File: config.mk
export PLATFORM = sky130hd
export DESIGN_NAME = accel_reversal_step_detector_top
export DESIGN_NICKNAME = d
export VERILOG_FILES = /design/src/rtl/core/arsd_pkg.sv /design/src/rtl/core/arsd_cfg.sv /design/src/rtl/core/arsd_mac.sv /design/src/rtl/core/arsd_ctrl.sv /design/src/rtl/core/accel_reversal_step_detector_top.sv
export SDC_FILE = /design/constraint.sdc
export NUM_CORES = 2
export LEC_CHECK = 0
export BUFFER_PORTS_ARGS = -buffer_cell sky130_fd_sc_hd__buf_4
export CAP_MARGIN = 20
export CORE_AREA = 2 2 483 485
export CTS_BUF_LIST = sky130_fd_sc_hd__clkbuf_4
export DETAILED_ROUTE_END_ITERATION = 7
export DIE_AREA = 0 0 485 487
export GPL_TIMING_DRIVEN = 0
export PLACE_DENSITY = 0.51
export SETUP_SLACK_MARGIN = 0.15
export SLEW_MARGIN = 20
export SYNTH_ARGS = -nofsm -noshare
export SYNTH_HDL_FRONTEND = slang
export SYNTH_SLANG_ARGS = --single-unit
File: constraint.sdc
create_clock -name clk -period 8.6 [get_ports clk]
set_input_delay 0.43 -clock clk [delete_from_list [all_inputs] [get_ports clk]]
set_output_delay 0.43 -clock clk [all_outputs]
set_load 0.005 [all_outputs]
File: src/rtl/core/arsd_pkg.sv
package arsd_pkg;

	// stream words
	localparam int unsigned IN_W    = 48;
	localparam int unsigned OUT_W   = 40;

	// result word bit positions
	localparam int unsigned OB_STEP_LO  = 0;
	localparam int unsigned OB_REV_LO   = 16;
	localparam int unsigned OB_MOTION   = 33;
	localparam int unsigned OB_REVERSAL = 34;
	localparam int unsigned OB_STEP     = 35;
	localparam int unsigned OB_LOADED   = 36;
	localparam int unsigned OB_HELD     = 37;

	// datapath widths
	localparam int unsigned AX_W      = 17;
	localparam int unsigned MAG_W     = 16;
	localparam int unsigned SQ_W      = 34;
	localparam int unsigned DOT_MAG_W = 35;
	localparam int unsigned D2_W      = 68;
	localparam int unsigned MAC_W     = 88;
	localparam int unsigned OPX_W     = 68;
	localparam int unsigned OPY_W     = 36;
	localparam int unsigned DIG_W     = 4;
	localparam int unsigned CNT_W     = 17;
	localparam int unsigned KQ_SHIFT  = 32;

	// cos^2(90.5 deg) in unsigned Q0.32
	localparam logic [OPY_W-1:0] KQ_Y    = OPY_W'(327072);
	localparam logic [CNT_W-1:0] CNT_MAX = {CNT_W{1'b1}};

	// apb
	localparam int unsigned ADDR_W = 5;
	localparam int unsigned DATA_W = 32;

	// register reset values
	localparam logic [15:0] MOTION_THR_RST = 16'd45;
	localparam logic [15:0] PROJ_THR_RST   = 16'd25;
	localparam logic [15:0] MOTION_HO_RST  = 16'd10;
	localparam logic [15:0] REV_HO_RST     = 16'd20;

	typedef enum logic [2:0] {
		REG_OFFSET_X  = 3'd0,
		REG_OFFSET_Y  = 3'd1,
		REG_OFFSET_Z  = 3'd2,
		REG_MOTION_TH = 3'd3,
		REG_PROJ_TH   = 3'd4,
		REG_MOTION_HO = 3'd5,
		REG_REV_HO    = 3'd6
	} reg_idx_t;

	typedef struct packed {
		logic [15:0] offset_x;
		logic [15:0] offset_y;
		logic [15:0] offset_z;
		logic [15:0] motion_threshold;
		logic [15:0] projection_threshold;
		logic [15:0] motion_holdoff;
		logic [15:0] reversal_holdoff;
	} cfg_t;

	typedef struct packed {
		logic             start;
		logic             clear;
		logic             sub;
		logic [OPX_W-1:0] x;
		logic [OPY_W-1:0] y;
	} mac_cmd_t;

	typedef enum logic [1:0] {
		ST_IDLE,
		ST_ISSUE,
		ST_WAIT,
		ST_DONE
	} state_t;

	// one code per product the sequencer asks for
	typedef enum logic [3:0] {
		OP_AX,
		OP_AY,
		OP_AZ,
		OP_MT,
		OP_DX,
		OP_DY,
		OP_DZ,
		OP_DD,
		OP_AR,
		OP_KQ,
		OP_PT,
		OP_PA
	} op_t;

	// magnitude of a corrected axis value, never beyond 65535
	function automatic logic [MAG_W-1:0] mag_of(input logic [AX_W-1:0] v);
		logic [AX_W-1:0] n;
		n = v[AX_W-1] ? (~v + AX_W'(1)) : v;
		return n[MAG_W-1:0];
	endfunction

endpackage

File: src/rtl/core/arsd_cfg.sv
module arsd_cfg
	import arsd_pkg::*;
(
	input  logic              clk,
	input  logic              arst_n,
	input  logic              psel,
	input  logic              penable,
	input  logic              pwrite,
	input  logic [ADDR_W-1:0] paddr,
	input  logic [DATA_W-1:0] pwdata,
	output logic [DATA_W-1:0] prdata,
	output logic              pready,
	output cfg_t              cfg
);

	cfg_t       cfg_q;
	logic       wr_en;
	logic [2:0] idx;

	assign pready = 1'b1;
	assign wr_en  = psel && penable && pwrite;
	assign idx    = paddr[ADDR_W-1:2];
	assign cfg    = cfg_q;

	// register writes
	always_ff @(posedge clk or negedge arst_n) begin
		if (!arst_n) begin
			cfg_q.offset_x             <= '0;
			cfg_q.offset_y             <= '0;
			cfg_q.offset_z             <= '0;
			cfg_q.motion_threshold     <= MOTION_THR_RST;
			cfg_q.projection_threshold <= PROJ_THR_RST;
			cfg_q.motion_holdoff       <= MOTION_HO_RST;
			cfg_q.reversal_holdoff     <= REV_HO_RST;
		end else if (wr_en) begin
			case (idx)
				REG_OFFSET_X:  cfg_q.offset_x             <= pwdata[15:0];
				REG_OFFSET_Y:  cfg_q.offset_y             <= pwdata[15:0];
				REG_OFFSET_Z:  cfg_q.offset_z             <= pwdata[15:0];
				REG_MOTION_TH: cfg_q.motion_threshold     <= pwdata[15:0];
				REG_PROJ_TH:   cfg_q.projection_threshold <= pwdata[15:0];
				REG_MOTION_HO: cfg_q.motion_holdoff       <= pwdata[15:0];
				REG_REV_HO:    cfg_q.reversal_holdoff     <= pwdata[15:0];
				default: ;
			endcase
		end
	end

	// read mux, offsets read back sign extended
	always_comb begin
		case (idx)
			REG_OFFSET_X:  prdata = {{16{cfg_q.offset_x[15]}}, cfg_q.offset_x};
			REG_OFFSET_Y:  prdata = {{16{cfg_q.offset_y[15]}}, cfg_q.offset_y};
			REG_OFFSET_Z:  prdata = {{16{cfg_q.offset_z[15]}}, cfg_q.offset_z};
			REG_MOTION_TH: prdata = {16'd0, cfg_q.motion_threshold};
			REG_PROJ_TH:   prdata = {16'd0, cfg_q.projection_threshold};
			REG_MOTION_HO: prdata = {16'd0, cfg_q.motion_holdoff};
			REG_REV_HO:    prdata = {16'd0, cfg_q.reversal_holdoff};
			default:       prdata = '0;
		endcase
	end

endmodule

File: src/rtl/core/arsd_mac.sv
module arsd_mac
	import arsd_pkg::*;
(
	input  logic             clk,
	input  logic             arst_n,
	input  mac_cmd_t         cmd,
	output logic             busy,
	output logic [MAC_W-1:0] acc
);

	logic [MAC_W-1:0]       acc_q;
	logic [MAC_W-1:0]       x_q;
	logic [OPY_W-1:0]       y_q;
	logic                   sub_q;
	logic [MAC_W+DIG_W-1:0] prod;

	assign busy = (y_q != '0);
	assign acc  = acc_q;

	// one hex digit of the multiplier per cycle
	assign prod = {{DIG_W{1'b0}}, x_q} * {{MAC_W{1'b0}}, y_q[DIG_W-1:0]};

	// multiplier digits, the only control state here
	always_ff @(posedge clk or negedge arst_n) begin
		if (!arst_n) begin
			y_q <= '0;
		end else if (cmd.start) begin
			y_q <= cmd.y;
		end else if (busy) begin
			y_q <= y_q >> DIG_W;
		end
	end

	// multiplicand shift and accumulate
	always_ff @(posedge clk) begin
		if (cmd.start) begin
			x_q   <= MAC_W'(cmd.x);
			sub_q <= cmd.sub;
			if (cmd.clear) begin
				acc_q <= '0;
			end
		end else if (busy) begin
			x_q   <= x_q << DIG_W;
			acc_q <= sub_q ? (acc_q - prod[MAC_W-1:0]) : (acc_q + prod[MAC_W-1:0]);
		end
	end

endmodule

File: src/rtl/core/arsd_ctrl.sv
module arsd_ctrl
	import arsd_pkg::*;
(
	input  logic             clk,
	input  logic             arst_n,
	input  cfg_t             cfg,
	input  logic             s_axis_tvalid,
	output logic             s_axis_tready,
	input  logic [IN_W-1:0]  s_axis_tdata,
	output logic             m_axis_tvalid,
	input  logic             m_axis_tready,
	output logic [OUT_W-1:0] m_axis_tdata,
	output mac_cmd_t         mac_cmd,
	input  logic             mac_busy,
	input  logic [MAC_W-1:0] mac_acc
);

	state_t state_q, state_d;
	op_t    op_q, op_d;

	logic [AX_W-1:0]      a_q [3];
	logic [AX_W-1:0]      r_q [3];
	logic [AX_W-1:0]      a_in [3];
	logic [SQ_W-1:0]      a2_q, r2_q;
	logic [DOT_MAG_W-1:0] dmag_q;
	logic [D2_W-1:0]      d2_q;
	logic [OPX_W-1:0]     t_q;
	logic                 motion_q, loaded_q, rev_q, held_q;
	logic [CNT_W-1:0]     rcnt_q, rcnt_n;
	logic [CNT_W-1:0]     hold_q;
	logic                 m_valid_q;
	logic [OUT_W-1:0]     m_data_q;

	logic             s_fire, ev, out_free, done_fire;
	logic             hold_nz, motion_now, r_zero, dot_neg, angle_ok, proj_ok;
	logic             cnt_inc, step;
	logic [MAC_W-1:0] neg_acc;
	logic [CNT_W-1:0] hold_load;

	// corrected sample, wraps into 17 bits exactly
	assign a_in[0] = {s_axis_tdata[15], s_axis_tdata[15:0]}
		- {cfg.offset_x[15], cfg.offset_x};
	assign a_in[1] = {s_axis_tdata[31], s_axis_tdata[31:16]}
		- {cfg.offset_y[15], cfg.offset_y};
	assign a_in[2] = {s_axis_tdata[47], s_axis_tdata[47:32]}
		- {cfg.offset_z[15], cfg.offset_z};

	assign s_axis_tready = (state_q == ST_IDLE);
	assign s_fire        = s_axis_tvalid && s_axis_tready;
	assign out_free      = !m_valid_q || m_axis_tready;
	assign ev            = (state_q == ST_WAIT) && !mac_busy;
	assign done_fire     = (state_q == ST_DONE) && out_free;
	assign m_axis_tvalid = m_valid_q;
	assign m_axis_tdata  = m_data_q;

	// decisions taken on finished products
	assign hold_nz    = (hold_q != '0);
	assign motion_now = a2_q > SQ_W'(mac_acc[2*MAG_W-1:0]);
	assign r_zero     = (r_q[0] == '0) && (r_q[1] == '0) && (r_q[2] == '0);
	assign dot_neg    = mac_acc[MAC_W-1];
	assign neg_acc    = ~mac_acc + MAC_W'(1);
	assign angle_ok   = d2_q > D2_W'(mac_acc[MAC_W-1:KQ_SHIFT]);
	assign proj_ok    = d2_q > mac_acc[D2_W-1:0];

	// counters at the end of an item
	assign cnt_inc   = rev_q && (rcnt_q != CNT_MAX);
	assign rcnt_n    = cnt_inc ? (rcnt_q + CNT_W'(1)) : rcnt_q;
	assign step      = cnt_inc && !rcnt_n[0];
	assign hold_load = rev_q
		? ({1'b0, cfg.motion_holdoff} + {1'b0, cfg.reversal_holdoff})
		: {1'b0, cfg.motion_holdoff};

	// state register
	always_ff @(posedge clk or negedge arst_n) begin
		if (!arst_n) begin
			state_q <= ST_IDLE;
			op_q    <= OP_AX;
		end else begin
			state_q <= state_d;
			op_q    <= op_d;
		end
	end

	// sequencer: next state and operand selection
	always_comb begin
		state_d = state_q;
		op_d    = op_q;
		mac_cmd = '0;
		case (state_q)
			ST_IDLE: begin
				if (s_fire) begin
					op_d    = OP_AX;
					state_d = hold_nz ? ST_DONE : ST_ISSUE;
				end
			end
			ST_ISSUE: begin
				mac_cmd.start = 1'b1;
				state_d       = ST_WAIT;
				case (op_q)
					OP_AX: begin
						mac_cmd.clear = 1'b1;
						mac_cmd.x     = OPX_W'(mag_of(a_q[0]));
						mac_cmd.y     = OPY_W'(mag_of(a_q[0]));
					end
					OP_AY: begin
						mac_cmd.x = OPX_W'(mag_of(a_q[1]));
						mac_cmd.y = OPY_W'(mag_of(a_q[1]));
					end
					OP_AZ: begin
						mac_cmd.x = OPX_W'(mag_of(a_q[2]));
						mac_cmd.y = OPY_W'(mag_of(a_q[2]));
					end
					OP_MT: begin
						mac_cmd.clear = 1'b1;
						mac_cmd.x     = OPX_W'(cfg.motion_threshold);
						mac_cmd.y     = OPY_W'(cfg.motion_threshold);
					end
					OP_DX: begin
						mac_cmd.clear = 1'b1;
						mac_cmd.sub   = a_q[0][AX_W-1] ^ r_q[0][AX_W-1];
						mac_cmd.x     = OPX_W'(mag_of(a_q[0]));
						mac_cmd.y     = OPY_W'(mag_of(r_q[0]));
					end
					OP_DY: begin
						mac_cmd.sub = a_q[1][AX_W-1] ^ r_q[1][AX_W-1];
						mac_cmd.x   = OPX_W'(mag_of(a_q[1]));
						mac_cmd.y   = OPY_W'(mag_of(r_q[1]));
					end
					OP_DZ: begin
						mac_cmd.sub = a_q[2][AX_W-1] ^ r_q[2][AX_W-1];
						mac_cmd.x   = OPX_W'(mag_of(a_q[2]));
						mac_cmd.y   = OPY_W'(mag_of(r_q[2]));
					end
					OP_DD: begin
						mac_cmd.clear = 1'b1;
						mac_cmd.x     = OPX_W'(dmag_q);
						mac_cmd.y     = OPY_W'(dmag_q);
					end
					OP_AR: begin
						mac_cmd.clear = 1'b1;
						mac_cmd.x     = OPX_W'(a2_q);
						mac_cmd.y     = OPY_W'(r2_q);
					end
					OP_KQ: begin
						mac_cmd.clear = 1'b1;
						mac_cmd.x     = t_q;
						mac_cmd.y     = KQ_Y;
					end
					OP_PT: begin
						mac_cmd.clear = 1'b1;
						mac_cmd.x     = OPX_W'(cfg.projection_threshold);
						mac_cmd.y     = OPY_W'(cfg.projection_threshold);
					end
					OP_PA: begin
						mac_cmd.clear = 1'b1;
						mac_cmd.x     = OPX_W'(a2_q);
						mac_cmd.y     = t_q[OPY_W-1:0];
					end
					default: mac_cmd.start = 1'b0;
				endcase
			end
			ST_WAIT: begin
				if (!mac_busy) begin
					state_d = ST_ISSUE;
					case (op_q)
						OP_AX: op_d = OP_AY;
						OP_AY: op_d = OP_AZ;
						OP_AZ: op_d = OP_MT;
						OP_MT: begin
							if (motion_now) begin
								op_d = OP_DX;
							end else begin
								state_d = ST_DONE;
							end
						end
						OP_DX: op_d = OP_DY;
						OP_DY: op_d = OP_DZ;
						OP_DZ: begin
							if (dot_neg) begin
								op_d = OP_DD;
							end else begin
								state_d = ST_DONE;
							end
						end
						OP_DD: op_d = OP_AR;
						OP_AR: op_d = OP_KQ;
						OP_KQ: begin
							if (angle_ok) begin
								op_d = OP_PT;
							end else begin
								state_d = ST_DONE;
							end
						end
						OP_PT: op_d = OP_PA;
						default: state_d = ST_DONE;
					endcase
				end
			end
			ST_DONE: begin
				if (out_free) begin
					state_d = ST_IDLE;
				end
			end
			default: state_d = ST_IDLE;
		endcase
	end

	// sample, partial results and per-item flags
	always_ff @(posedge clk) begin
		if (s_fire) begin
			a_q[0]   <= a_in[0];
			a_q[1]   <= a_in[1];
			a_q[2]   <= a_in[2];
			motion_q <= 1'b0;
			loaded_q <= 1'b0;
			rev_q    <= 1'b0;
			held_q   <= hold_nz;
		end
		if (ev) begin
			case (op_q)
				OP_AZ: a2_q <= mac_acc[SQ_W-1:0];
				OP_MT: begin
					motion_q <= motion_now;
					loaded_q <= motion_now && r_zero;
				end
				OP_DZ: dmag_q <= neg_acc[DOT_MAG_W-1:0];
				OP_DD: d2_q   <= mac_acc[D2_W-1:0];
				OP_AR: t_q    <= mac_acc[OPX_W-1:0];
				OP_PT: t_q    <= OPX_W'(mac_acc[2*MAG_W-1:0]);
				OP_PA: rev_q  <= proj_ok;
				default: ;
			endcase
		end
		if (done_fire) begin
			m_data_q <= {2'b00, held_q, loaded_q, step, rev_q, motion_q,
				rcnt_n, rcnt_n[CNT_W-1:1]};
		end
	end

	// reference, counters and output valid
	always_ff @(posedge clk or negedge arst_n) begin
		if (!arst_n) begin
			r_q[0]    <= '0;
			r_q[1]    <= '0;
			r_q[2]    <= '0;
			r2_q      <= '0;
			rcnt_q    <= '0;
			hold_q    <= '0;
			m_valid_q <= 1'b0;
		end else begin
			// first motion sample seeds an empty reference
			if (ev && (op_q == OP_MT) && motion_now && r_zero) begin
				r_q[0] <= a_q[0];
				r_q[1] <= a_q[1];
				r_q[2] <= a_q[2];
				r2_q   <= a2_q;
			end
			if (done_fire) begin
				if (held_q) begin
					hold_q <= hold_q - CNT_W'(1);
				end else if (motion_q) begin
					hold_q <= hold_load;
				end
				if (rev_q) begin
					r_q[0] <= a_q[0];
					r_q[1] <= a_q[1];
					r_q[2] <= a_q[2];
					r2_q   <= a2_q;
				end
				rcnt_q <= rcnt_n;
			end
			if (done_fire) begin
				m_valid_q <= 1'b1;
			end else if (m_axis_tready) begin
				m_valid_q <= 1'b0;
			end
		end
	end

endmodule

File: src/rtl/core/accel_reversal_step_detector_top.sv
// accept to result word valid: a held-off sample goes straight to the result register, other
// samples first run their products one after another through the shared radix-16
// multiply-accumulate unit, which takes its multiplier one hex digit at a time (4 to 12 products per sample)
// throughput: one sample at a time, the next is accepted once the result is registered
// reset: arst_n clears the reference, counters, holdoff and registers to their defaults
module accel_reversal_step_detector_top
	import arsd_pkg::*;
(
	input  logic              clk,
	input  logic              arst_n,
	// config port
	input  logic              psel,
	input  logic              penable,
	input  logic              pwrite,
	input  logic [ADDR_W-1:0] paddr,
	input  logic [DATA_W-1:0] pwdata,
	output logic [DATA_W-1:0] prdata,
	output logic              pready,
	// sample words
	input  logic              s_axis_tvalid,
	output logic              s_axis_tready,
	// sample_x, sample_y, sample_z
	input  logic [IN_W-1:0]   s_axis_tdata,
	// result words
	output logic              m_axis_tvalid,
	input  logic              m_axis_tready,
	// step_total, reversal_total, motion_seen, reversal_seen, step_done,
	// reference_loaded, held_off, zero pad
	output logic [OUT_W-1:0]  m_axis_tdata
);

	cfg_t             cfg;
	mac_cmd_t         mac_cmd;
	logic             mac_busy;
	logic [MAC_W-1:0] mac_acc;

	arsd_cfg u_cfg (
		.clk     (clk),
		.arst_n  (arst_n),
		.psel    (psel),
		.penable (penable),
		.pwrite  (pwrite),
		.paddr   (paddr),
		.pwdata  (pwdata),
		.prdata  (prdata),
		.pready  (pready),
		.cfg     (cfg)
	);

	arsd_mac u_mac (
		.clk    (clk),
		.arst_n (arst_n),
		.cmd    (mac_cmd),
		.busy   (mac_busy),
		.acc    (mac_acc)
	);

	arsd_ctrl u_ctrl (
		.clk           (clk),
		.arst_n        (arst_n),
		.cfg           (cfg),
		.s_axis_tvalid (s_axis_tvalid),
		.s_axis_tready (s_axis_tready),
		.s_axis_tdata  (s_axis_tdata),
		.m_axis_tvalid (m_axis_tvalid),
		.m_axis_tready (m_axis_tready),
		.m_axis_tdata  (m_axis_tdata),
		.mac_cmd       (mac_cmd),
		.mac_busy      (mac_busy),
		.mac_acc       (mac_acc)
	);

endmodule

==> results.toml <==
[drt]
drt_iter0_markers = 4936
vias = 51421
firstDrtPassIters = 8
drt_wl_total_um = 223000
drc = 8
ant_nets = 0
viasPerCell = 5.08
wl_per_cell_um = 22.1

[pwr]
internal-power_w = 0.0151
power.share.switching_pct = 49.4
clkPwrFrac_pct = 11.4
switchingPower_w = 0.0148
p_seq_share_pct = 22.4
power_w = 0.0299
comb_power_share_pct = 66.2
p_leak_nw = 30.2
pwr_density_cell_nw_per_um2 = 420
peakVddDrop_v = 0.000200

[critical_path]
path_common_cell = "a21o_1"
criticalPathCategory = "flop to flop"
startpoint = "u_mac.y_q[3]"
timing.rr.start = "u_mac.y_q[3]"
slowest_stage = "dfrtp_4"
worstPathRequired_ps = 9530
crit_arrival_ps = 9700
start_kind = "flop"
slowest_delay_ps = 600
cp-end-kind = "flop"
path_max_fanout = 6

[global_route]
grtUsageMet3_pct = 2.48
grtUsageTotal_pct = 18.5
grt_max_degree = 84
use_met1_pct = 25.7
antenna_found_initial = 12
grt.overflow.total = 0
busiest_layer = "met2"
grtUsageMet2_pct = 28.8
grt_pass1_vias = 51208
grt_pass1_wl_um = 330000

[status]
run_status = "finished with violations"
violations = "DRC, setup timing"

[sta]
setup_viol = 9
slew_headroom_pct = 21.5
worst-slew-pin-transition_ps = 1170
hold_viol_final = 0
drv_slew = 0
clock_skew_ps = 114
fin_crit_sh_pct = 102
rsz0062_at_grt = "true"
period_minus_slack_ps = 8780
max_freq_mhz = 114
finalWorstSetupSlack_ps = -176

[logic_synthesis]
synth_seq_area_share_pct = 35.5
synth.avg_cell_area_um2 = 9.27
synth_seq_cells = 733
synth-async-reset-ratio_pct = 37.4
netlist_instances = 6206
ys_warn_count = 0
synth_top_area_cell = "edfxtp_1"
ys.flop_type = "edfxtp_1"
yosysTopAreaCellShare_pct = 22.8
synthTopCellsByArea = "edfxtp_1 23%, dfrtp_1 11%, ha_1 8.9%"
synth_edf_count = 436
synth_cell_types = 99
synthesis.area_um2 = 57500

[clock_tree]
clk_path_buf_depth = 3
cts.htree.levels = 4
clk_latency_ps = 1290
cts_made_buffers = 205
root_buffer = "clkbuf_4"
cts_tree = "yes"
clock_sinks = 733
path_clk_slew_ps = 80

[place]
dp_hpwl_um = 176000
place_congestion = 0.939
placed_area_um2 = 62900
port_buffers = 144

[die]
initial_core_util_pct = 24.9
core_area_um2 = 231000
ioPinCount = 167
die_area_um2 = 236000
rows = 177
chipHeight_um = 487
dieWidth_um = 485

[cells_and_area]
area_growth_syn_to_layout_pct = 23.9
drive_gt1_share_pct = 19.6
final_util_pct = 30.8
finalInstanceArea_um2 = 71300
nets = 7570

[job]
drv_cap = 0

[min_path]
hold_path_class = "input pin to flop"
hp-start = "m_axis_tready"
==> final cells by class <==
type	instances	area, um2
fillers	24022	160000
multi-input cells	4645	36200
flip-flops and latches	733	20400
repair buffers	484	4320
well taps	3043	3810
clock buffers	304	2280
inverters	528	1980
plain buffers	300	1690
clock inverters	79	469
diodes	7	17.5
==> cells in the final DEF, fill, tap and decap left out, types with 64 or more instances in the layout <==
cell / netlist / layout
nand2_1: 572 / 560
inv_1: 526 / 521
nor2_1: 511 / 493
edfxtp_1: 436 / 436
ha_1: 407 / 379
buf_4: 35 / 352
a21oi_1: 378 / 319
o21ai_0: 370 / 317
clkbuf_4: 0 / 312
dfrtp_1: 263 / 259
and2_1: 242 / 234
xnor2_1: 239 / 188
fa_1: 174 / 172
clkbuf_1: 244 / 169
mux2_2: 161 / 161
xor2_1: 179 / 157
a21o_1: 153 / 153
dlygate4sd3_1: 0 / 139
nand4_1: 119 / 119
nor3_1: 88 / 72
nand3_1: 71 / 64
==> power groups by stage <==
stage          logic [W]  registers [W]  clock network, W
5_1_grt           0.0216        0.00682           0.00369
4_1_cts           0.0185        0.00669           0.00352
3_5_place_dp      0.0162        0.00673                 0
2_1_floorplan     0.0115        0.00614                 0
6_report          0.0198        0.00671           0.00341
3_3_place_gp      0.0159        0.00682                 0
==> worst max-delay path, delay by kind of cell, from the launching register on <==
family / cells / cell delay, ps
DFF: 1 / 600
and+or+nand+nor: 9 / 1640
xor gates and xnor gates: 2 / 510
AOI/OAI and AO/OA: 16 / 3290
adders and majority gates: 4 / 1490
buffers and inverters: 7 / 950
==> path summary, 6_finish.rpt <==
check	cells after the start	end	slack (ps)
max	38	u_mac.acc[84]	-180
min	4	u_ctrl.m_axis_tvalid	250
max reg2reg	38	u_mac.acc[84]	-180
min reg2reg	2	u_mac.y_q[21]	470
max in group asynchronous	6	u_ctrl.r2_q[31]	7130
min in group asynchronous	4	u_ctrl.state_q[0]	280
==> flip-flops by register name, indices dropped and copies added, names as in the netlist <==
register and flops:
u_cfg.cfg 112, u_mac.acc 88, u_mac.x_q 88, u_ctrl.d2_q 68, u_ctrl.t_q 68, u_ctrl.a_q 51
u_ctrl.r_q 51, u_mac.y_q 36, u_ctrl.dmag_q 35, u_ctrl.a2_q 34, u_ctrl.r2_q 34, u_ctrl.m_axis_tdata 22
u_ctrl.hold_q 17, u_ctrl.rcnt_q 17, u_ctrl.op_q 4, u_ctrl.state_q 2, u_ctrl.held_q 1, u_ctrl.loaded_q 1
u_ctrl.m_axis_tvalid 1, u_ctrl.motion_q 1, u_ctrl.rev_q 1, u_mac.sub_q 1
==> through the flow <==
| stage | TNS (ps) | instances | hold slack, ps | worst slack, ps |
|---|---|---|---|---|
| detailed placement | -159380 | 9422 | 323 | -4170 |
| CTS | -196 | 10073 | 56.0 | -110 |
| floorplan | 0 | 6207 | 134 | 303 |
| finish | -869 | 10123 | 247 | -176 |
| global route | -4010 | 10119 | 161 | -480 |
| global placement | -858610 | 9394 | 464 | -4230 |
==> logic make-up (layout without fill, tap and decap cells) <==
logic type | count (synthesis) | after routing | synth area share [%]
AO/OA/AOI/OAI | 1488 | 1488 | 16.8
flip-flops | 733 | 733 | 35.5
other | 2 | 10 | 0.0131
XOR/XNOR | 419 | 419 | 6.40
AND/OR/NAND/NOR | 1935 | 1935 | 16.3
buffers and inverters | 829 | 1695 | 5.69
multiplexers | 219 | 219 | 4.42
adder cells (fa/ha/maj) | 581 | 581 | 14.9
==> layer usage <==
layer	share of wire [%]	routed length [um]
met1	45	101000
met2	44	99000
met3	6.6	14800
met4	4.0	8950
met5	0.026	57
==> synth_stat cells (14+ instances only) <==
cell and n:
xnor2_1 239, and2_1 242, o21bai_1 41, or3_1 41
ha_1 407, a22o_1 48, buf_1 14, a21boi_0 35
nand3_1 71, edfxtp_1 436, and3_1 40, nor3_1 88
a222oi_1 48, o21ai_0 370, mux2_2 161, nor2_1 511
a22oi_1 26, nand2_1 572, a221oi_1 34, a41oi_1 14
a211oi_1 29, buf_4 35, fa_1 174, mux2i_1 46
a21o_1 153, inv_1 526, clkbuf_1 244, o22ai_1 36
or2_2 19, a21oi_1 378, and4_1 19, dfxtp_1 23
a31oi_1 61, o211ai_1 18, dfrtp_1 263, o31ai_1 29
nand2b_1 60, nor2b_1 60, nor4_1 50, o21a_1 39
xor2_1 179, nand4_1 119, o221ai_1 15
==> what timing repair did <==
item / in CTS / in global routing
endpoints found under the setup margin: 75 / 36
gates resized for setup: 450 / 221
buffers inserted: 127 / 41
pin swaps: 159 / 94
hold buffers: 140 / 0
cloned: 2 / 1
hold endpoints to repair: 446 / 0
Note: power is estimated with default switching activity, not from simulation.
